`config.mk`:
```
export PLATFORM = sky130hd
export DESIGN_NAME = swm_cell
export DESIGN_NICKNAME = d
export VERILOG_FILES = /design/src/design/swm_pkg.sv /design/src/design/swm_cell.sv
export SDC_FILE = /design/constraint.sdc
export NUM_CORES = 1
export LEC_CHECK = 0
export BUFFER_PORTS_ARGS = -buffer_cell sky130_fd_sc_hd__buf_4
export CAP_MARGIN = 30
export CORE_ASPECT_RATIO = 1.75
export CORE_UTILIZATION = 45
export DETAILED_ROUTE_END_ITERATION = 12
export PLACE_DENSITY = 0.82
export SYNTH_ARGS = -nofsm -noshare
export SYNTH_HDL_FRONTEND = slang
export SYNTH_SLANG_ARGS = --single-unit
```
`constraint.sdc`:
```
create_clock -name clk -period 10.8 [get_ports clk]
set_input_delay 3.24 -clock clk [delete_from_list [all_inputs] [get_ports clk]]
set_output_delay 3.24 -clock clk [all_outputs]
set_load 0.01 [all_outputs]
```
`src/design/swm_pkg.sv`:
```
// ----------------------------------------------------------------------------
// swm_pkg: shared types and constants for the sliding window maximum block
// Control group sent from the sequencer to every cell of the candidate row.
// ----------------------------------------------------------------------------
`default_nettype none

package swm_pkg;

	// Width of the window_width configuration register.
	localparam int CFG_W = 7;

	// Per-cycle command to the row of candidate cells.
	typedef struct packed {
		logic step;   // a request is consumed this cycle
		logic drop;   // oldest candidate leaves the window on this step
		logic clear;  // the request ends its sequence: empty the row
		logic purge;  // shift out one stale head after a width decrease
	} swm_ctrl_t;

endpackage

`default_nettype wire

```
`src/design/swm_cell.sv`:
```
// ----------------------------------------------------------------------------
// swm_cell: one slot of the monotonic candidate row
// Holds a candidate value and its age; loads from its right-hand neighbor.
// ----------------------------------------------------------------------------
`default_nettype none

module swm_cell
	import swm_pkg::*;
#(
	parameter int SAMPLE_BITS = 32,
	parameter int AGE_W       = 7
) (
	input  wire                          clk,
	input  wire                          arst_n,
	input  swm_ctrl_t                    ctrl,
	input  wire signed [SAMPLE_BITS-1:0] sample,
	// right-hand neighbor (next newer candidate)
	input  wire                          nxt_valid,
	input  wire signed [SAMPLE_BITS-1:0] nxt_value,
	input  wire        [AGE_W-1:0]       nxt_age,
	input  wire                          nxt_gt,
	// left-hand neighbor keeps its candidate after this step
	input  wire                          prv_keep,
	output logic                         valid,
	output logic signed [SAMPLE_BITS-1:0] value,
	output logic       [AGE_W-1:0]       age,
	output logic                         gt,
	output logic                         keep
);

	logic                          valid_q;
	logic signed [SAMPLE_BITS-1:0] value_q;
	logic        [AGE_W-1:0]       age_q;

	// candidate beats the incoming sample, so it survives the pop
	assign gt    = valid_q && (value_q > sample);
	assign keep  = ctrl.drop ? nxt_gt : gt;
	assign valid = valid_q;
	assign value = value_q;
	assign age   = age_q;

	always_ff @(posedge clk or negedge arst_n) begin
		if (!arst_n) begin
			valid_q <= 1'b0;
		end else if (ctrl.step && ctrl.clear) begin
			valid_q <= 1'b0;
		end else if (ctrl.step) begin
			valid_q <= keep || prv_keep;
		end else if (ctrl.purge) begin
			valid_q <= nxt_valid;
		end
	end

	always_ff @(posedge clk) begin
		if (ctrl.step) begin
			if (keep) begin
				value_q <= ctrl.drop ? nxt_value : value_q;
				age_q   <= (ctrl.drop ? nxt_age : age_q) + 1'b1;
			end else begin
				// first free slot after the kept run takes the new sample
				value_q <= sample;
				age_q   <= '0;
			end
		end else if (ctrl.purge) begin
			value_q <= nxt_value;
			age_q   <= nxt_age;
		end
	end

endmodule

`default_nettype wire

```
# Word level (Yosys, flattened, before mapping)
# Index checks and enable logic that the tools add are counted.
op_classes:
  addsub: 1
  magnitude_cmp: 1
  n_eq_ne: 1
  mux: 12
  reduce_logical: 6
op_table:
  columns: ["operator", "count"]
  rows:
  - ["$mux 32", 4]
  - ["$gt 32x32->1", 1]
  - ["$mux 7", 4]
  - ["$add 7x1->7 const B", 1]
  - ["$mux 1", 4]
  - ["$ne 3x3->1 const B", 1]
  - ["$reduce_bool 3->1", 1]
  - ["$logic_and 1x1->1", 2]
  - ["$reduce_and 2->1", 1]
  - ["$reduce_bool 2->1", 1]
  - ["$logic_or 1x1->1", 1]
totals:
  regBits: 40
  in_bits: 80
  output_inout_bits: 42
  elab_cells: 24

# Logic depth before layout (Yosys ltp)
# Gate-level depths: netlist of the first run.
depth:
  ltp_word: 6
  depth_mapped: 10
  mapped_depth_nobuf: 9

# Worst setup path before layout of the first run
# Ideal clock, no wire load.
synth_timing:
  path_type: "in2out"
  from: "in sample[14]"
  to: "out keep"
  t_arrival_ns: 5.202
  t_required_ns: 7.560
  setup_slack_ns: 2.358
  cell_stages: 10
  path_buffers: 1
  cell_sequence: "inv_1 > ha_1 > a21oi_1 > nand2_1 > a221o_1 > or3_1 > a311oi_2 > o31a_1 > buf_2 > inv_1"
synth_between:
  elab_chain_len: 3
synth_rtl:
  columns: ["element", "line_no", "source"]
  rows:
  - ["start, declared", "swm_cell.sv:16", "input wire signed [SAMPLE_BITS-1:0] sample,"]
  - ["$gt 32x32->1", "swm_cell.sv:36", "assign gt = valid_q && (value_q > sample);"]
  - ["$logic_and 1x1->1", "swm_cell.sv:36", null]
  - ["$mux 1", "swm_cell.sv:37", "assign keep = ctrl.drop ? nxt_gt : gt;"]
  - ["end, declared", "swm_cell.sv:28", "output logic keep"]
# Every way passes these cells.

# Final worst setup path of the first run
layout_timing:
  from: "in sample[7]"
  to: "out keep"
# Same word-level chain as after synthesis.

==> flow_summary.ini, run 1 <==
[synthesis]
synth_area_leaders = edfxtp_1 (39%), mux2_4 (15%), ha_1 (14%)
ys_ff_latch = 40
synthesis.nets = 380
synthCells = 267
primary_ff_master_synth = edfxtp_1
mappedNetlistArea_um2 = 2972
synth-warning-count = 0
synth_cell_types = 38
synth_enable_flop_cells = 39
synth_seq_area_share_pct = 40.25
yosys.area.top_type = edfxtp_1
async_flop_share_pct = 2.500
synth_commonest_cells = inv_1 (46), edfxtp_1 (39), ha_1 (33)
synth_top_area_share_pct = 39.41
post-synth-top-count-cell = inv_1
synth_area_per_cell_um2 = 11.13

[clock_tree]
cts_post_setup_buffers_inserted = 0
cts.htree.levels = 2
clock_tree.root_cell = clkbuf_8
cts-hold-fix-buffers = 0
cts.sink_count = 40
cts_tree = yes
source_to_sink_clock_delay_at_the_later_pin_of_the_worst_skew_pair_ps = 300
cts-root-to-sink-buffers = 2
cts.repair.resized = 0
cts-buffers-inserted = 5
path_clk_slew_ps = 70

[global_routing]
global_route.peak_usage_layer = met2
grtUsageMet3_pct = 4.253
overall_track_demand_over_capacity_in_global_routing_pct = 20.74
global_route.usage.met1_pct = 21.62
globalRouteOverflowTotal = 0
antenna_found_initial = 0
wire_length_of_the_first_global_routing_pass_um = 11190
grt.met2_usage_pct = 39.29
number_of_global_route_vias_before_repair = 2593
grt_max_degree = 25

[drt]
initialDrtViolationCount = 160
route.detailed.drc = 0
iteration_count_of_the_initial_detailed_routing_pass = 4
vias_per_cell = 5.189
final_antenna_net_count = 0
wl_per_cell_um = 14.71
detail_route.wirelength_um = 6916
dr_total_vias = 2439

[sta]
worstMarginPinSlew_ps = 704.8
final.setup.tns_ps = 0
grt_setup_unrepaired = no
slew_headroom_pct = 52.90
layout_worst_path_cycle_share_pct = 82.59
finClkSkew_ps = 4.994
finalMaxSlewViolations = 0
final_hold_viol_count = 0
finalSetupViolCount = 0
fin_worst_hold_slack_ps = 757.6
achievable-frequency_mhz = 112.1
period_minus_slack_ps = 8920
timing.final.ws_setup_ps = 1880

[floorplan]
placement_rows = 38
boundaryPins = 122
die_width_um = 63.43
die_area_um2 = 6946
die_height_um = 109.5
core_um2 = 6276
floorplan.initialDensity_pct = 47.35

[power]
p_leak_nw = 2.045
power_per_cell_area_nw_per_um2 = 115.4
power.ir.vdd_worst_v = 0.00009213

[finish]
post_route_cells_drive_above_1_share_pct = 42.31
layout.core_utilization_pct = 64.55
antenna-diode-count = 0
syn_to_final_growth_pct = 36.34
fillers = 525
finalNetCount = 502

[place]
final_gp_congestion = 0.7809
placement.setup.worst_slack_ps = 1900
place.detailed.hpwl_um = 5642
buffer_ports.inserted = 121

[worst_setup_path]
worst-endpoint-arrival_ps = 5680
worst-path-max-fanout = 9
timing.critical_path.to_type = output port
worstSetupStartpointType = input pin
timing_worst_setup_path_type = input pin to output port
crit_required_ps = 7560

[flow_run]
cap_viol_max_count = 0

[worst_hold_path]
worst_min_delay_path_category = register to register

[run_status]
status = completed
==> worst max-delay path, stage by stage <==
cell      delay, ps
buf_4            90
inv_1            40
ha_1            300
a21oi_1         150
o21ai_0         100
a221o_1         320
or3_1           370
a311oi_2        410
o31a_1          420
inv_1            80
buf_4           150
==> cells by family (layout without fill, tap and decap cells) <==
logic type / Yosys count / in the layout / share of synthesized area, %
flip-flops: 40 / 40 / 40.25
adder cells (fa/ha/maj): 33 / 33 / 13.89
AND/OR/NAND/NOR: 49 / 49 / 8.085
multiplexers: 37 / 37 / 17.64
buffers and inverters: 54 / 177 / 7.663
AO/OA/AOI/OAI: 49 / 49 / 10.99
XOR/XNOR: 5 / 5 / 1.474
==> stage by stage <==
step	total power [W]	std cells	cell area [µm²]
3_5_place_dp	0.0003722	462	3971
3_3_place_gp	0.0003650	461	3944
6_report	0.0004675	470	4051
4_1_cts	0.0004714	470	4051
2_1_floorplan	0.0002992	267	2972
5_1_grt	0.0004931	470	4051
==> flip-flops by register name, summed over array words and instances, names as in the netlist <==
signal  cells
value      32
age         7
valid       1
==> final cells by class <==
class / count / area [µm²] / share of cell area [%]
multi-input combinational: 173 / 1559 / 38.48
tap: 80 / 100.1 / 2.471
clock buffer: 8 / 80.08 / 1.977
sequential: 40 / 1196 / 29.52
timing repair buffer: 123 / 943.4 / 23.29
inverter: 46 / 172.7 / 4.262
==> layer usage <==
layer	share of wire, %	wire length (µm)	vias up
li1	-	-	1214
met1	37	2583	1125
met2	56	3843	89
met3	5.0	344	11
met4	2.1	146	0
met5	0	0	-
==> final timing paths <==
| path | slack [ps] | to | start | cells past startpoint |
|---|---|---|---|---|
| max in group asynchronous | 8020 | valid | arst_n | 1 |
| worst min-delay path | 760 | age[0] | age[0] | 3 |
| worst max-delay path | 1880 | keep | sample[7] | 11 |
| worst min register to register | 760 | age[0] | age[0] | 3 |
| worst max register to register | 7150 | value[31] | value[30] | 9 |
| min in group asynchronous | 2700 | valid | arst_n | 1 |
==> power breakdown <==
part | internal (W) | switching [W] | leakage (nW)
logic | 0.0000883 | 0.0000736 | 1.59
registers | 0.000194 | 0.0000123 | 0.411
clock network | 0.0000460 | 0.0000537 | 0.0395
==> cells in the final DEF, fill, tap and decap left out, types with 2 or more instances in the layout <==
cell      count
buf_4       122
inv_1        46
edfxtp_1     39
ha_1         33
mux2_4       30
nand2_1      17
a21oi_1      14
nand3_1      11
o21ai_0      10
o22ai_1       7
nand4_1       6
a22oi_1       5
clkbuf_8      5
nor3_1        4
mux2i_1       4
xor2_1        4
nor2_1        3
a31oi_1       3
mux2_2        3
clkbuf_1      3
nor2b_1       2
nor4_1        2
Power figures use the tool's default switching activity.
==> run 2: changes to the inputs <==
==> constraint.sdc (replaced) <==
create_clock -name clk -period 8.5 [get_ports clk]
set_input_delay 2.55 -clock clk [delete_from_list [all_inputs] [get_ports clk]]
set_output_delay 2.55 -clock clk [all_outputs]
set_load 0.01 [all_outputs]
==> run 2 against run 1 <==
- global-route usage up 0.48 points
- via count rose by 1.8%
- cell count is 0.21% higher
- register-to-register slack worse by 2200 ps
- sequential cell count unchanged
- die area is the same
- setup slack got worse by 800 ps
- design area increased by 0.19%
- combinational power is 28% higher
- clock skew increased by 3.0 ps
- non-clock buffer count up 1
- critical path type unchanged
- critical endpoint unchanged
- highest routed layer unchanged
==> flow_summary.ini, run 2 (synthesized netlist as in run 1, its figures left out) <==
[run_status]
status = completed

[finish]
layout_common_cells = buf_4 (123), inv_1 (46), edfxtp_1 (39)
largest_register_ff_count = 32
finalInstanceArea_um2 = 4059
most_common_cell_after_layout_fill_and_taps_aside = buf_4
post_route_cells_drive_above_1_share_pct = 42.46
syn_to_final_growth_pct = 36.59
fillers = 522
finalNetCount = 503
layout.core_utilization_pct = 64.67
antenna-diode-count = 0

[floorplan]
core_um2 = 6276
boundaryPins = 122
placement_rows = 38
floorplan.initialDensity_pct = 47.35
die_height_um = 109.5
die_area_um2 = 6946
die_width_um = 63.43

[worst_setup_path]
worstSetupStartpointType = input pin
worstPathCellList = buf_4 -> inv_1 -> ha_1 -> a21oi_1 -> o21ai_0 -> a221o_1 -> or3_1 -> a311oi_2 -> o31a_1 -> buf_4 -> inv_1 -> buf_4
worst-endpoint-arrival_ps = 4870
crit_required_ps = 5950
timing_worst_setup_path_type = input pin to output port
critical_path.slowest_cell = a311oi_2
worst-path-max-fanout = 9
critical_path.max_stage_delay_ps = 410
crit_top_cell = buf_4
timing.critical_path.to_type = output port

[sta]
worstMarginPinSlew_ps = 669.6
slew_headroom_pct = 55.26
grt_setup_unrepaired = no
period_minus_slack_ps = 7416
finClkSkew_ps = 7.963
finalSetupViolCount = 0
timing.final.ws_setup_ps = 1084
layout_worst_path_cycle_share_pct = 87.24
achievable-frequency_mhz = 134.8
finalMaxSlewViolations = 0
fin_worst_hold_slack_ps = 758.9
final_hold_viol_count = 0
final.setup.tns_ps = 0

[clock_tree]
cts-root-to-sink-buffers = 2
cts-buffers-inserted = 5
cts_tree = yes
cts.htree.levels = 2
cts.repair.resized = 0
clock_tree.root_cell = clkbuf_8
cts.sink_count = 40
path_clk_slew_ps = 80
cts-hold-fix-buffers = 0
cts_post_setup_buffers_inserted = 0
source_to_sink_clock_delay_at_the_later_pin_of_the_worst_skew_pair_ps = 300

[worst_hold_path]
worst_min_delay_path_category = register to register

[place]
placement.setup.worst_slack_ps = 1082
final_gp_congestion = 0.7767
placedInstanceArea_um2 = 3979
buffer_ports.inserted = 121
place.detailed.hpwl_um = 5708

[global_routing]
wire_length_of_the_first_global_routing_pass_um = 11360
grt_max_degree = 25
overall_track_demand_over_capacity_in_global_routing_pct = 21.22
globalRouteOverflowTotal = 0
number_of_global_route_vias_before_repair = 2551
antenna_found_initial = 0

[power]
p_switching_w = 0.0001789
p_seq_share_pct = 44.0
share_of_power_burned_in_combinational_logic_pct = 34.8
power.ir.vdd_worst_v = 0.0001036
power_per_cell_area_nw_per_um2 = 146.6
p_leak_nw = 2.050
power.internal_w = 0.0004163
pwr-share-clk_pct = 21.2
power.switching_fraction_pct = 30.05

[drt]
final_antenna_net_count = 0
detail_route.wirelength_um = 7117
wl_per_cell_um = 15.11
iteration_count_of_the_initial_detailed_routing_pass = 4
initialDrtViolationCount = 69
dr_total_vias = 2484
route.detailed.drc = 0
vias_per_cell = 5.274

[flow_run]
cap_viol_max_count = 0
## run 2: critical path: cells and delay by family
family / cells / cell delay (ps)
simple gates: 1 / 370
buf+inv: 5 / 460
fa+ha+maj: 1 / 300
compound gates: 5 / 1180
## run 2: path summary, 6_finish.rpt
check	startpoint	to	slack (ps)	depth (start not counted)
hold / removal	age[0]	age[0]	760	3
setup / recovery	sample[7]	keep	1080	12
setup reg to reg	value[30]	value[31]	4910	9
max in group asynchronous	arst_n	valid	6410	1
hold reg to reg	age[0]	age[0]	760	3
min in group asynchronous	arst_n	valid	2010	1
## run 2: per-layer routing
layer  GRT usage (%)  share of wire, %  vias to the layer above  routed length (µm)
li1                -                 -                     1218                   -
met1           22.19                37                     1156                2602
met2           39.59                56                       94                3964
met3           4.772               4.9                       16                 347
met4           9.740               2.8                        0                 202
met5               0                 0                        -                   0
## run 2: layout make-up
| class | instances | area (µm²) | share of cell area [%] |
|---|---|---|---|
| flip-flops and latches | 40 | 1196 | 29.47 |
| multi-input cells | 173 | 1559 | 38.41 |
| inverters | 46 | 172.7 | 4.254 |
| clock inverters | 1 | 3.754 | 0.09248 |
| clock buffers | 7 | 76.32 | 1.880 |
| well taps | 80 | 100.1 | 2.466 |
| repair buffers | 124 | 950.9 | 23.43 |
## run 2: per-stage QoR
| step | total power (W) | std cells |
|---|---|---|
| floorplan | 0.0003802 | 267 |
| global placement | 0.0004646 | 462 |
| detailed placement | 0.0004739 | 463 |
| CTS | 0.0006001 | 471 |
| global route | 0.0006274 | 471 |
| finish | 0.0005951 | 471 |
## run 2: power groups by stage
stage / sequential, W / clock, W / combinational (W)
final: 0.000262 / 0.000126 / 0.000207
after global routing: 0.000265 / 0.000135 / 0.000227
after CTS: 0.000262 / 0.000129 / 0.000209
after detailed placement: 0.000266 / 0 / 0.000208
after global placement: 0.000266 / 0 / 0.000199
after floorplan: 0.000275 / 0 / 0.000105
