File: src/design/swm_pkg.sv
// ----------------------------------------------------------------------------
// swm_pkg: shared types and constants for the sliding window maximum block
// Control group sent from the sequencer to every cell of the candidate row.
// ----------------------------------------------------------------------------
`default_nettype none

package swm_pkg;

	// Width of the window_width configuration register.
	localparam int CFG_W = 7;

	// Per-cycle command to the row of candidate cells.
	typedef struct packed {
		logic step;   // a request is consumed this cycle
		logic drop;   // oldest candidate leaves the window on this step
		logic clear;  // the request ends its sequence: empty the row
		logic purge;  // shift out one stale head after a width decrease
	} swm_ctrl_t;

endpackage

`default_nettype wire

File: src/design/swm_ctrl.sv
// ----------------------------------------------------------------------------
// swm_ctrl: window width register, fill counter and row sequencing
// Decides head drop, stale-head purge and whether a request yields a result.
// ----------------------------------------------------------------------------
`default_nettype none

module swm_ctrl
	import swm_pkg::*;
#(
	parameter int WINDOW_MAX = 64
) (
	input  wire                                 clk,
	input  wire                                 arst_n,
	input  wire                                 cfg_valid,
	input  wire [CFG_W-1:0]                     cfg_data,
	output logic                                cfg_ready,
	input  wire                                 in_valid,
	input  wire                                 in_last,
	input  wire                                 slot_free,
	input  wire                                 head_valid,
	input  wire [$clog2(WINDOW_MAX+1)-1:0]      head_age,
	output logic                                in_ready,
	output logic                                produce,
	output logic [$clog2(WINDOW_MAX+1)-1:0]     width,
	output swm_ctrl_t                           ctrl
);

	localparam int CNT_W = $clog2(WINDOW_MAX + 1);
	localparam int EW    = (CNT_W > CFG_W) ? CNT_W : CFG_W;

	logic [CFG_W-1:0] width_q;
	logic [CNT_W-1:0] seen_q;
	logic [EW-1:0]    wext;
	logic [CNT_W-1:0] seen_clamp;
	logic [CNT_W-1:0] seen_new;
	logic             stale;
	logic             take;

	assign cfg_ready = 1'b1;

	always_comb begin
		wext = EW'(width_q);
		if (wext == '0) begin
			width = CNT_W'(1);
		end else if (wext > EW'(WINDOW_MAX)) begin
			width = CNT_W'(WINDOW_MAX);
		end else begin
			width = CNT_W'(wext);
		end
	end

	// a narrower window can leave heads older than the window
	assign stale    = head_valid && (head_age >= width);
	assign in_ready = !stale && slot_free;
	assign take     = in_valid && in_ready;

	assign seen_clamp = (seen_q > width) ? width : seen_q;
	assign seen_new   = (seen_clamp < width) ? seen_clamp + 1'b1 : seen_clamp;
	assign produce    = take && (seen_new >= width);

	// stale heads leave only once a request waits: a width raised again
	// before the next request still sees them
	always_comb begin
		ctrl.step  = take;
		ctrl.drop  = head_valid && ({1'b0, head_age} + 1'b1 >= {1'b0, width});
		ctrl.clear = take && in_last;
		ctrl.purge = stale && in_valid;
	end

	always_ff @(posedge clk or negedge arst_n) begin
		if (!arst_n) begin
			width_q <= CFG_W'(1);
			seen_q  <= '0;
		end else begin
			if (cfg_valid) begin
				width_q <= cfg_data;
			end
			if (take) begin
				seen_q <= in_last ? '0 : seen_new;
			end
		end
	end

endmodule

`default_nettype wire
File: config.mk
export PLATFORM = sky130hd
export DESIGN_NAME = swm_ctrl
export DESIGN_NICKNAME = d
export VERILOG_FILES = /design/src/design/swm_pkg.sv /design/src/design/swm_ctrl.sv
export SDC_FILE = /design/constraint.sdc
export NUM_CORES = 1
export LEC_CHECK = 0
export BUFFER_PORTS_ARGS = -buffer_cell sky130_fd_sc_hd__buf_4
export CAP_MARGIN = 40
export CORE_MARGIN = 8
export CORE_UTILIZATION = 40
export CTS_CLUSTER_SIZE = 16
export DETAILED_ROUTE_END_ITERATION = 12
export PLACE_DENSITY = 0.63
export SYNTH_ARGS = -nofsm -noshare
export SYNTH_HDL_FRONTEND = slang
export SYNTH_SLANG_ARGS = --single-unit
export TNS_END_PERCENT = 5
File: constraint.sdc
create_clock -name clk -period 5.4 [get_ports clk]
set_input_delay 0.54 -clock clk [delete_from_list [all_inputs] [get_ports clk]]
set_output_delay 0.54 -clock clk [all_outputs]
set_load 0.05 [all_outputs]
# After elaboration in Yosys (flattened, before gate mapping)
# Index checks and enable logic that the tools add are counted.
dict set report classes {
  n_reduce_logical 9
  add_sub_neg 2
  n_mux 5
  order_cmp 6
}
# op n
set ops {}
lappend ops {{$mux W7} 5}
lappend ops {{$ge A7 B7 Y1} 2}
lappend ops {{$add A7 B1 Y8 const B} 1}
lappend ops {{$ge A8 B7 Y1} 1}
lappend ops {{$add A7 B1 Y7 const B} 1}
lappend ops {{$gt A7 B7 Y1} 1}
lappend ops {{$gt A7 B7 Y1 const B} 1}
lappend ops {{$logic_and A1 B1 Y1} 7}
lappend ops {{$logic_not A7 Y1} 1}
lappend ops {{$lt A7 B7 Y1} 1}
lappend ops {{$logic_not A1 Y1} 1}
dict set report word_totals {
  input_bits 21
  elab_cells 24
  output_inout_bits 14
  register_bits 14
}

# Depth between registers and ports, before layout
# Gate-level depths: netlist of the first run.
dict set report logic_depth {
  ltp_word 9
  depth_mapped 25
  depth_no_buf 24
}

# Worst setup path after synthesis of the first run
# OpenSTA, ideal clock, no wires.
dict set report synth_timing {
  path_type {register to output}
  startpoint {register width_q[6] (netlist: wext[6])}
  endpoint {output port produce}
  arrival_time_ns 5.446
  slack_ns -0.586
  n_path_buf 1
  required_ns 4.860
  path_stages_with_launch 25
  path_cell_list {dfrtp_1 nor2b_1 inv_1 ha_1 a21oi_1 o21ai_1 o21bai_4 buf_4 nand2_1 o21ai_1 ha_1 a211oi_2 o221ai_2 nor2_1 nor3_1 a21oi_1 o21ai_0 ha_1 nand2b_1 a21o_1 a21o_1 a21oi_1 nor2b_1 o211ai_1 a21oi_1}
}
dict set report synth_via {
  elab_chain_cells 9
  elab_cells_between_ends 16
  cone_classes {add/sub (1); order compare (5); mux (4); reduce/logical (6)}
}
# element line
set synth_lines {}
lappend synth_lines {{from (decl)} swm_ctrl.sv:31} ;# logic [CFG_W-1:0] width_q;
lappend synth_lines {{from (signal assigned)} swm_ctrl.sv:76} ;# width_q <= cfg_data;
lappend synth_lines {{$gt A7 B7 Y1} swm_ctrl.sv:45} ;# end else if (wext > EW'(WINDOW_MAX)) begin
lappend synth_lines {{$mux W7} swm_ctrl.sv:45}
lappend synth_lines {{$mux W7 (*)} swm_ctrl.sv:43} ;# if (wext == '0) begin
lappend synth_lines {{net width[4]} swm_ctrl.sv:24} ;# output logic [$clog2(WINDOW_MAX+1)-1:0] width,
lappend synth_lines {{$gt A7 B7 Y1 or $ge A7 B7 Y1 (tied branches)} {swm_ctrl.sv:57, swm_ctrl.sv:53}}
lappend synth_lines {{$mux W7 or $logic_and A1 B1 Y1 (tied branches)} {swm_ctrl.sv:57, swm_ctrl.sv:53}}
lappend synth_lines {{$add A7 B1 Y7, or another cell as far along} swm_ctrl.sv:58} ;# assign seen_new = (seen_clamp < width) ? seen_clamp + 1'b1 : seen_clamp;
lappend synth_lines {{$mux W7 or $logic_and A1 B1 Y1 (tied branches)} {swm_ctrl.sv:58, swm_ctrl.sv:54}}
lappend synth_lines {{$ge A7 B7 Y1 or $logic_and A1 B1 Y1 (tied branches)} {swm_ctrl.sv:59, swm_ctrl.sv:55}}
lappend synth_lines {{$logic_and A1 B1 Y1 (*)} swm_ctrl.sv:59} ;# assign produce = take && (seen_new >= width);
lappend synth_lines {{to (decl)} swm_ctrl.sv:23} ;# output logic produce,
# Mark *: on every way through the listed nets, which the timed path passes. The rest lies on a longest branch.

# Worst setup path in the final report of the first run
dict set report layout_timing {
  startpoint {register width_q[6] (netlist: wext[6])}
  endpoint {output port produce}
}
dict set report layout_via {
  elab_chain_cells 9
  elab_cells_between_ends 16
  cone_classes {add/sub (1); order compare (5); mux (4); reduce/logical (6)}
}
# element line
set layout_lines {}
lappend layout_lines {{$gt A7 B7 Y1} swm_ctrl.sv:45}
lappend layout_lines {{$mux W7} swm_ctrl.sv:45}
lappend layout_lines {{$mux W7 (*)} swm_ctrl.sv:43}
lappend layout_lines {{$gt A7 B7 Y1 or $ge A7 B7 Y1 (tied branches)} {swm_ctrl.sv:57, swm_ctrl.sv:53}}
lappend layout_lines {{$mux W7 or $logic_and A1 B1 Y1 (tied branches)} {swm_ctrl.sv:57, swm_ctrl.sv:53}}
lappend layout_lines {{$add A7 B1 Y7, or another cell as far along} swm_ctrl.sv:58}
lappend layout_lines {{$mux W7 or $logic_and A1 B1 Y1 (tied branches)} {swm_ctrl.sv:58, swm_ctrl.sv:54}}
lappend layout_lines {{$ge A7 B7 Y1 or $logic_and A1 B1 Y1 (tied branches)} {swm_ctrl.sv:59, swm_ctrl.sv:55}}
lappend layout_lines {{$logic_and A1 B1 Y1 (*)} swm_ctrl.sv:59}
# Mark *: on every way between the ends. The rest lies on a longest branch, timed or not.

==> results of run 1 <==
-- cells by family (layout without fill, tap and decap cells) --
| family | Yosys count | count (layout) | synth area share (%) |
|---|---|---|---|
| AOI/OAI and AO/OA | 49 | 49 | 19.3 |
| DFF | 14 | 14 | 19.7 |
| muxes | 12 | 12 | 7.84 |
| other | 1 | 1 | 0.210 |
| adders and majority gates | 37 | 37 | 25.9 |
| buffers and inverters | 18 | 75 | 4.41 |
| and+or+nand+nor | 56 | 56 | 16.7 |
| xor gates and xnor gates | 12 | 12 | 5.88 |
-- stage by stage --
| step | TNS [ns] | utilization (%) | instances |
|---|---|---|---|
| 3_5_place_dp | 0 | 49.6 | 287 |
| 5_1_grt | -0.113 | 56.1 | 308 |
| 4_1_cts | 0 | 51.6 | 296 |
| 6_report | 0 | 56.1 | 308 |
| 2_1_floorplan | 0 | - | 199 |
| 3_3_place_gp | 0 | 49.6 | 287 |
-- sequential cells by signal, summed over array words and instances (netlist names) --
register	flops
seen_q	7
wext	7
-- what timing repair did --
action	in CTS	in global routing
endpoints found under the setup margin	1	1
setup buffers	5	12
pin swaps	2	15
resized for setup	3	25
-- cell usage in the layout, fill, tap and decap left out, types with 2 or more instances in the layout --
cell and instances:
buf_4 57, ha_1 34, nand2_1 13, inv_1 10, dfrtp_1 10, xor2_1 9
mux2_2 9, a21oi_1 8, nor2_1 7, and3_1 6, a21oi_2 6, a22o_1 6
nand3_1 5, o21ai_1 5, nand4_1 4, o21ai_0 4, o21a_1 4, xnor2_1 3
ha_4 3, clkbuf_8 3, dfrtp_2 3, nor2b_4 2, inv_2 2, nand3b_1 2
o21ai_2 2, nor2_2 2, o211ai_1 2, nor3_2 2, nor3_1 2, nand2b_1 2
nor2b_1 2, a21o_1 2, a21boi_0 2, buf_6 2
-- how the worst max path moves through the flow --
stage,startpoint,end,slack [ns],cells past startpoint
final,wext[6],produce,0.14,22
after global routing,wext[3],produce,-0.11,22
after CTS,wext[6],produce,0.01,20
after detailed placement,wext[6],produce,0.09,22
after global placement,wext[6],produce,0.14,20
after floorplan,wext[6],produce,0.03,24
-- power by group --
part | internal, W | switching [W]
registers | 0.000130 | 0.0000397
logic | 0.000409 | 0.000426
clock network | 0.0000523 | 0.0000371
-- area by class of cell --
cell class	instances	area (sq um)
fillers	395	1900
multi-input cells	167	1470
repair buffers	59	450
flip-flops and latches	14	355
well taps	52	65.1
clock buffers	4	45.0
inverters	12	45.0
-- layer usage --
layer | GRT usage, % | share of wire [%]
met3 | 2.83 | 4.7
met1 | 16.5 | 46
met4 | 2.88 | 1.5
met2 | 21.4 | 48
met5 | 0 | 0
-- worst max-delay path, cell delays in order, from the launching register on --
cell and delay, ns:
dfrtp_2 0.48, nor2b_4 0.15, inv_1 0.07, ha_1 0.31
nand4_1 0.15, a21oi_2 0.07, o21bai_4 0.22, mux2_2 0.38
ha_1 0.28, nand4_1 0.18, o221ai_2 0.31, buf_4 0.17
a21oi_1 0.06, o21ai_1 0.21, ha_1 0.27, nand2b_1 0.15
a21o_1 0.17, a21o_1 0.19, a21oi_2 0.14, nor2b_1 0.05
o211ai_1 0.21, a21oi_2 0.09, buf_6 0.18
==> results.yml, run 1 <==
run_status:
  status: "finished clean"
clocking:
  cts_buffers: 3
  cts_max_path_buffers: 2
  cts_tree: "built"
  cts.sink_count: 14
  clock-root-buffer: "clkbuf_8"
  path_clk_slew_ns: 0.06
  ctsHoldBuffers: 0
  h-tree-depth: 1
  clkLatencyLatePin_ns: 0.25
floorplan:
  dieArea_sq_um: 6860
  rows: 24
  num_io_pins: 35
  initial_core_util_pct: 41.3
  die_width_microns: 82.8
  die_h_microns: 82.8
  coreArea_sq_um: 4320
sta:
  fin_crit_sh_pct: 97.5
  slew_headroom_pct: 62.7
  clock_skew_ns: 0.00377
  finalCriticalPeriod_ns: 5.26
  fmax_mhz: 190
  hold_ws_ns: 0.123
  worstMarginPinSlew_ns: 0.557
  slew_violations: 0
  layout_setup_ws_ns: 0.136
  hold_viol_final: 0
  finalSetupViolCount: 0
setup_path:
  arrival_ns: 4.72
  reg2reg_depth: 18
  regToRegEndpoint: "seen_q[5]"
  crit_type: "flip-flop to output port"
  r2r_slack_ns: 1.57
  setup.worst_path.start_class: "flip-flop"
  required_ns: 4.86
  critPathMaxFanout: 7
  endpoint_kind: "output port"
  r2r_start: "wext[6]"
routing:
  drcViolationCount: 0
  wire_per_inst_microns: 15.3
  drt-pass1-iter-count: 4
  ant_nets: 0
  avgViaCountPerCell: 5.38
  routed_wl_microns: 4730
  drt-initial-drc-count: 85
  vias: 1658
finish:
  area_delta_synth_final_pct: 35.8
  finalNetCount: 315
  final_area_sq_um: 2430
  drive_above_1_share_pct: 40.6
  diodes: 0
yosys:
  yosysMostFrequentCell: "ha_1"
  syn_area_per_cell_sq_um: 8.98
  ys_types: 45
  syn-num-nets: 257
  synth_area_sq_um: 1790
  synth.area.top_cells: "ha_1 (26%), dfrtp_1 (18%), mux2_2 (5.7%)"
  synth-edff-count: 0
  yosysSeqAreaShare_pct: 19.7
  yosysWarningCount: 0
  yosysTopAreaCell: "ha_1"
  async_flop_share_pct: 100
  synth-seq-cells: 14
  ys_top_cells_by_count: "ha_1 (37), dfrtp_1 (13), nand2_1 (13)"
  yosys_most_used_dff: "dfrtp_1"
  synth_top_area_share_pct: 25.9
  syn-instance-count: 199
power_and_ir_drop:
  power.density_nw_per_um2: 451
  p_total_w: 0.00109
  power_leakage_nw: 1.19
  worst_ir_drop_vdd_mv: 0.266
place:
  dpl.hpwl_microns: 3640
  placed_area_sq_um: 2140
  place_ws_ns: 0.0886
  place_congestion: 0.844
  port-buffer-count: 33
global_routing:
  antenna_found_initial: 0
  grt_max_degree: 15
  grt_usage_pct: 12.9
  grt_first_pass_wirelength_microns: 7690
  gr-total-overflow: 0
  grt_pass1_vias: 1705
flow_run:
  cap_violations: 0
min_path:
  min_path_type: "input port to async pin"
(Power assumes the default switching activity.)
==> inputs of run 2 (changes only) <==
--- a/config.mk
+++ b/config.mk
@@ -11,7 +11,7 @@
 export CORE_UTILIZATION = 40
 export CTS_CLUSTER_SIZE = 16
 export DETAILED_ROUTE_END_ITERATION = 12
-export PLACE_DENSITY = 0.63
+export PLACE_DENSITY = 0.7
 export SYNTH_ARGS = -nofsm -noshare
 export SYNTH_HDL_FRONTEND = slang
 export SYNTH_SLANG_ARGS = --single-unit
==> results.yml, run 2 (same netlist as run 1, synthesis figures left out) <==
sta:
  clock_skew_ns: 0.0109
  worstMarginPinSlew_ns: 0.548
  slew_headroom_pct: 63.3
  hold_viol_final: 0
  finalCriticalPeriod_ns: 5.35
  fmax_mhz: 187
  slew_violations: 0
  tns_ns: 0
  finalSetupViolCount: 0
  fin_crit_sh_pct: 99.2
power_and_ir_drop:
  worst_ir_drop_vdd_mv: 0.297
  p_total_w: 0.00128
  power_leakage_nw: 1.21
  power.density_nw_per_um2: 507
run_status:
  status: "finished clean"
setup_path:
  crit_type: "flip-flop to output port"
  setup.worst_path.start_class: "flip-flop"
  endpoint_kind: "output port"
  required_ns: 4.86
  cp_common_cell: "a21oi_2"
  critPathMaxStageDelay_ns: 0.42
  arrival_ns: 4.81
  crit_path_top_delay_cell: "dfrtp_1"
  critPathMaxFanout: 5
floorplan:
  num_io_pins: 35
  dieArea_sq_um: 6860
  rows: 24
  die_width_microns: 82.8
  initial_core_util_pct: 41.3
  coreArea_sq_um: 4320
  die_h_microns: 82.8
finish:
  layout_common_cells: "buf_4 (54), ha_1 (32), nand2_1 (12), dfrtp_1 (12), inv_1 (9)"
  diodes: 0
  fillers: 362
  finalNetCount: 314
  mostFrequentLayoutCell: "buf_4"
  fin_cells: 307
  area_delta_synth_final_pct: 41.3
  drive_above_1_share_pct: 45.1
clocking:
  cts.sink_count: 14
  cts_max_path_buffers: 2
  cts_buffers: 3
  clock-root-buffer: "clkbuf_8"
  cts_tree: "built"
  clkLatencyLatePin_ns: 0.25
  h-tree-depth: 1
  path_clk_slew_ns: 0.07
  ctsHoldBuffers: 0
global_routing:
  grt_pass1_vias: 1610
  grt_first_pass_wirelength_microns: 7320
  grt_util_met1_pct: 15.3
  grtUsageMet2_pct: 19.9
  met3_usage_pct: 3.13
  gr-total-overflow: 0
  antenna_found_initial: 0
  grt_usage_pct: 12.3
  grt-busiest-layer: "met2"
  grt_max_degree: 15
routing:
  drcViolationCount: 0
  drt-pass1-iter-count: 4
  drt-initial-drc-count: 73
  routed_wl_microns: 5180
  avgViaCountPerCell: 5.57
  wire_per_inst_microns: 16.9
  vias: 1710
  ant_nets: 0
place:
  port-buffer-count: 33
  dpl.hpwl_microns: 3620
  dp.cells: 287
  place_congestion: 0.832
min_path:
  min_path_type: "input port to async pin"
flow_run:
  cap_violations: 0
[run 2: changes by cell type in the layout (fill, tap and decap cells not counted), sizes merged]
cell / previous run / this run
buf: 59 / 58
[run 2: worst paths after layout]
kind                              from        end  slack [ns]  depth (start not counted)
setup / recovery               wext[4]    produce        0.05                         26
hold / removal                  arst_n  seen_q[6]        0.12                          1
setup reg to reg               wext[4]  seen_q[6]        1.51                         20
hold reg to reg                wext[1]    wext[1]        0.59                          1
max in group asynchronous       arst_n    wext[0]        5.03                          1
min in group clk           cfg_data[6]    wext[6]        0.49                          3
[run 2: area by class of cell]
class	instances	area (sq um)	area share, %
Timing Repair Buffer	58	450	17.8
Multi-Input combinational cell	167	1560	61.6
Inverter	12	45.0	1.78
Tap cell	52	65.1	2.58
Sequential cell	14	353	14.0
Clock buffer	4	55.1	2.18
[run 2: per-layer routing]
| metal | up-vias | wire length, microns | share of wire (%) |
|---|---|---|---|
| met3 | 10 | 213 | 4.1 |
| li1 | 843 | - | - |
| met1 | 810 | 2230 | 43 |
| met5 | - | 0 | 0 |
| met4 | 0 | 122 | 2.4 |
| met2 | 47 | 2610 | 50 |
[run 2: timing repair]
item / in CTS / in global routing
resized for setup: 1 / 44
hold endpoints to repair: 0 / 0
pin swaps: 1 / 26
buffers inserted: 4 / 13
endpoints found under the setup margin: 1 / 1
[run 2: where the power goes]
group          internal [W]  switching [W]  leakage, nW
combinational      0.000499       0.000503         1.01
sequential         0.000130      0.0000451        0.175
clock             0.0000647      0.0000395       0.0288
[run 2: worst max-delay path: cells and delay by family (launching register included)]
kind	cells	cell delay, ns
AO/OA/AOI/OAI	12	1.80
AND/OR/NAND/NOR	7	0.94
adder cells (fa/ha/maj)	3	0.78
flip-flops	1	0.42
buffers and inverters	3	0.38
multiplexers	1	0.21
[run 2: per-stage QoR]
| step | instance area, sq um | setup WS (ns) | hold slack [ns] | util (%) |
|---|---|---|---|---|
| 2_1_floorplan | 1800 | 0.0269 | 0.244 | - |
| 3_3_place_gp | 2140 | 0.307 | 0.397 | 49.6 |
| 3_5_place_dp | 2140 | 0.211 | 0.403 | 49.6 |
| 4_1_cts | 2230 | 0.0263 | 0.130 | 51.6 |
| 5_1_grt | 2520 | -0.188 | 0.130 | 58.4 |
| 6_report | 2520 | 0.0452 | 0.121 | 58.4 |
==> inputs of run 3 (changes only) <==
--- a/config.mk
+++ b/config.mk
@@ -5,13 +5,14 @@
 export SDC_FILE = /design/constraint.sdc
 export NUM_CORES = 1
 export LEC_CHECK = 0
+export ABC_AREA = 1
 export BUFFER_PORTS_ARGS = -buffer_cell sky130_fd_sc_hd__buf_4
 export CAP_MARGIN = 40
 export CORE_MARGIN = 8
 export CORE_UTILIZATION = 40
 export CTS_CLUSTER_SIZE = 16
 export DETAILED_ROUTE_END_ITERATION = 12
-export PLACE_DENSITY = 0.7
+export PLACE_DENSITY = 0.69
 export SYNTH_ARGS = -nofsm -noshare
 export SYNTH_HDL_FRONTEND = slang
 export SYNTH_SLANG_ARGS = --single-unit
==> results.yml, run 3 <==
clocking:
  clock-root-buffer: "clkbuf_8"
  cts_buffers: 3
  cts_tree: "built"
  cts.sink_count: 14
  clkLatencyLatePin_ns: 0.24
  h-tree-depth: 1
  path_clk_slew_ns: 0.06
  cts_max_path_buffers: 2
yosys:
  synth-seq-cells: 14
  yosys_most_used_dff: "dfrtp_1"
  syn-instance-count: 290
  yosysSeqAreaShare_pct: 17.3
  ys_types: 33
  syn-num-nets: 348
  synth_top_area_share_pct: 22.7
  yosysWarningCount: 0
  syn_area_per_cell_sq_um: 7.02
  synth.area.top_cells: "ha_1 (23%), dfrtp_1 (16%), nand2_1 (13%)"
  yosysTopAreaCell: "ha_1"
  ys_top_cells_by_count: "nand2_1 (72), inv_1 (43), ha_1 (37)"
  synth_area_sq_um: 2040
  synth-edff-count: 0
  async_flop_share_pct: 100
  yosysMostFrequentCell: "nand2_1"
setup_path:
  required_ns: 4.86
  crit_path_top_delay_cell: "dfrtp_2"
  critPathMaxFanout: 9
  r2r_start: "wext[6]"
  regToRegEndpoint: "seen_q[6]"
  arrival_ns: 4.57
  critPathMaxStageDelay_ns: 0.49
  crit_type: "flip-flop to output port"
  setup.worst_path.start_class: "flip-flop"
  path_buf_inv: 3
  cp_common_cell: "nand2_1"
  endpoint_kind: "output port"
  r2r_slack_ns: 1.98
  reg2reg_depth: 20
  cp_top_family: "simple AND/OR/NAND/NOR gates"
floorplan:
  die_h_microns: 87.3
  dieArea_sq_um: 7630
  initial_core_util_pct: 40.6
  coreArea_sq_um: 5010
  rows: 26
  die_width_microns: 87.3
  num_io_pins: 35
sta:
  worstMarginPinSlew_ns: 0.562
  hold_viol_final: 0
  slew_violations: 0
  finalCriticalPeriod_ns: 5.11
  finalSetupViolCount: 0
  hold_ws_ns: 0.136
  slew_headroom_pct: 62.4
  fmax_mhz: 196
  clock_skew_ns: 0.00413
  layout_setup_ws_ns: 0.290
  fin_crit_sh_pct: 94.6
power_and_ir_drop:
  pwr-share-comb_pct: 79.2
  seqPwrFrac_pct: 13.1
  clkPwrFrac_pct: 7.6
  power_switching_w: 0.000644
  power_leakage_nw: 1.29
  power.density_nw_per_um2: 475
  p_total_w: 0.00116
  worst_ir_drop_vdd_mv: 0.193
  p_sw_share_pct: 55.7
  p_int_w: 0.000513
global_routing:
  grt_max_degree: 15
  gr-total-overflow: 0
  grt_first_pass_wirelength_microns: 8510
  grt_pass1_vias: 1888
  grt_usage_pct: 13.9
  antenna_found_initial: 0
routing:
  drt-initial-drc-count: 86
  avgViaCountPerCell: 4.98
  ant_nets: 0
  drt-pass1-iter-count: 4
  drcViolationCount: 0
  routed_wl_microns: 5180
  vias: 1959
  wire_per_inst_microns: 13.2
finish:
  fin_cells: 393
  mostFrequentLayoutCell: "nand2_1"
  area_delta_synth_final_pct: 19.7
  drive_above_1_share_pct: 23.8
  layout_common_cells: "nand2_1 (71), inv_1 (42), ha_1 (36), buf_4 (34), nand3_1 (29)"
  diodes: 0
  finalNetCount: 382
place:
  dpl.hpwl_microns: 4400
  place_congestion: 0.895
  place_ws_ns: 0.335
  port-buffer-count: 33
  dp.cells: 389
flow_run:
  cap_violations: 0
run_status:
  status: "finished clean"
min_path:
  min_path_type: "input port to async pin"
[run 3: what timing repair did]
item	4_1_cts	5_1_grt
gates resized for setup	0	8
hold buffers	0	0
setup endpoints to repair	0	1
setup buffers	0	0
endpoints found under the hold margin	0	0
[run 3: cells by family after synthesis]
group / count (synthesis) / synth area share, %
fa+ha+maj: 37 / 22.7
buf+inv: 49 / 9.46
simple gates: 155 / 38.8
other cells: 1 / 0.184
compound gates: 27 / 8.36
mux: 1 / 0.553
flops: 14 / 17.3
xor+xnor: 6 / 2.58
[run 3: metrics by stage]
stage	util [%]	setup TNS, ns	instance area [sq um]
after detailed placement	47.2	0	2360
after floorplan	-	0	2040
after global placement	47.2	0	2360
after global routing	48.6	-0.0203	2440
final	48.6	0	2440
after CTS	48.1	0	2410
[run 3: power groups by stage]
| stage | clock network (W) | registers, W | logic [W] |
|---|---|---|---|
| 2_1_floorplan | 0 | 0.000142 | 0.000721 |
| 6_report | 0.0000884 | 0.000152 | 0.000917 |
| 5_1_grt | 0.0000939 | 0.000155 | 0.00104 |
| 3_3_place_gp | 0 | 0.000150 | 0.000882 |
| 3_5_place_dp | 0 | 0.000152 | 0.000898 |
| 4_1_cts | 0.0000900 | 0.000150 | 0.000904 |
[run 3: area by class of cell]
class                           count  area [sq um]
Fill cell                         518          2570
Timing Repair Buffer               35           267
Tap cell                           70          87.6
Sequential cell                    14           353
Inverter                           43           161
Clock buffer                        4          45.0
Multi-Input combinational cell    227          1520
[run 3: worst max path at each step]
stage | from | endpoint | slack (ns) | depth (start not counted)
final | wext[6] | produce | 0.29 | 26
after CTS | wext[6] | produce | 0.06 | 28
after global routing | wext[6] | produce | -0.02 | 28
after detailed placement | wext[6] | produce | 0.33 | 28
after global placement | wext[6] | produce | 0.44 | 28
after floorplan | wext[6] | produce | 0.02 | 24
[run 3: worst register-to-register path, stage by stage (launching register included)]
cell and delay [ns]:
dfrtp_2 0.49, nor2_1 0.26, inv_1 0.21, ha_1 0.33, nand2_1 0.08, nor2_4 0.14
nand2_2 0.09, nand2_4 0.13, nand2_8 0.10, nand2_2 0.07, nand2_2 0.10, ha_1 0.31
a21oi_1 0.16, or2_2 0.12, nand2_1 0.10, inv_2 0.12, nand3_4 0.09, nor2_2 0.13
nand3_1 0.10, nand3_1 0.11, nand2_1 0.07
[run 3: routing by layer]
metal | vias up | part of all wire, % | track usage [%]
met4 | 0 | 3.1 | 5.47
met1 | 878 | 42 | 15.9
met2 | 63 | 46 | 24.0
li1 | 1002 | - | -
met5 | - | 0 | 0
met3 | 16 | 8.3 | 3.68
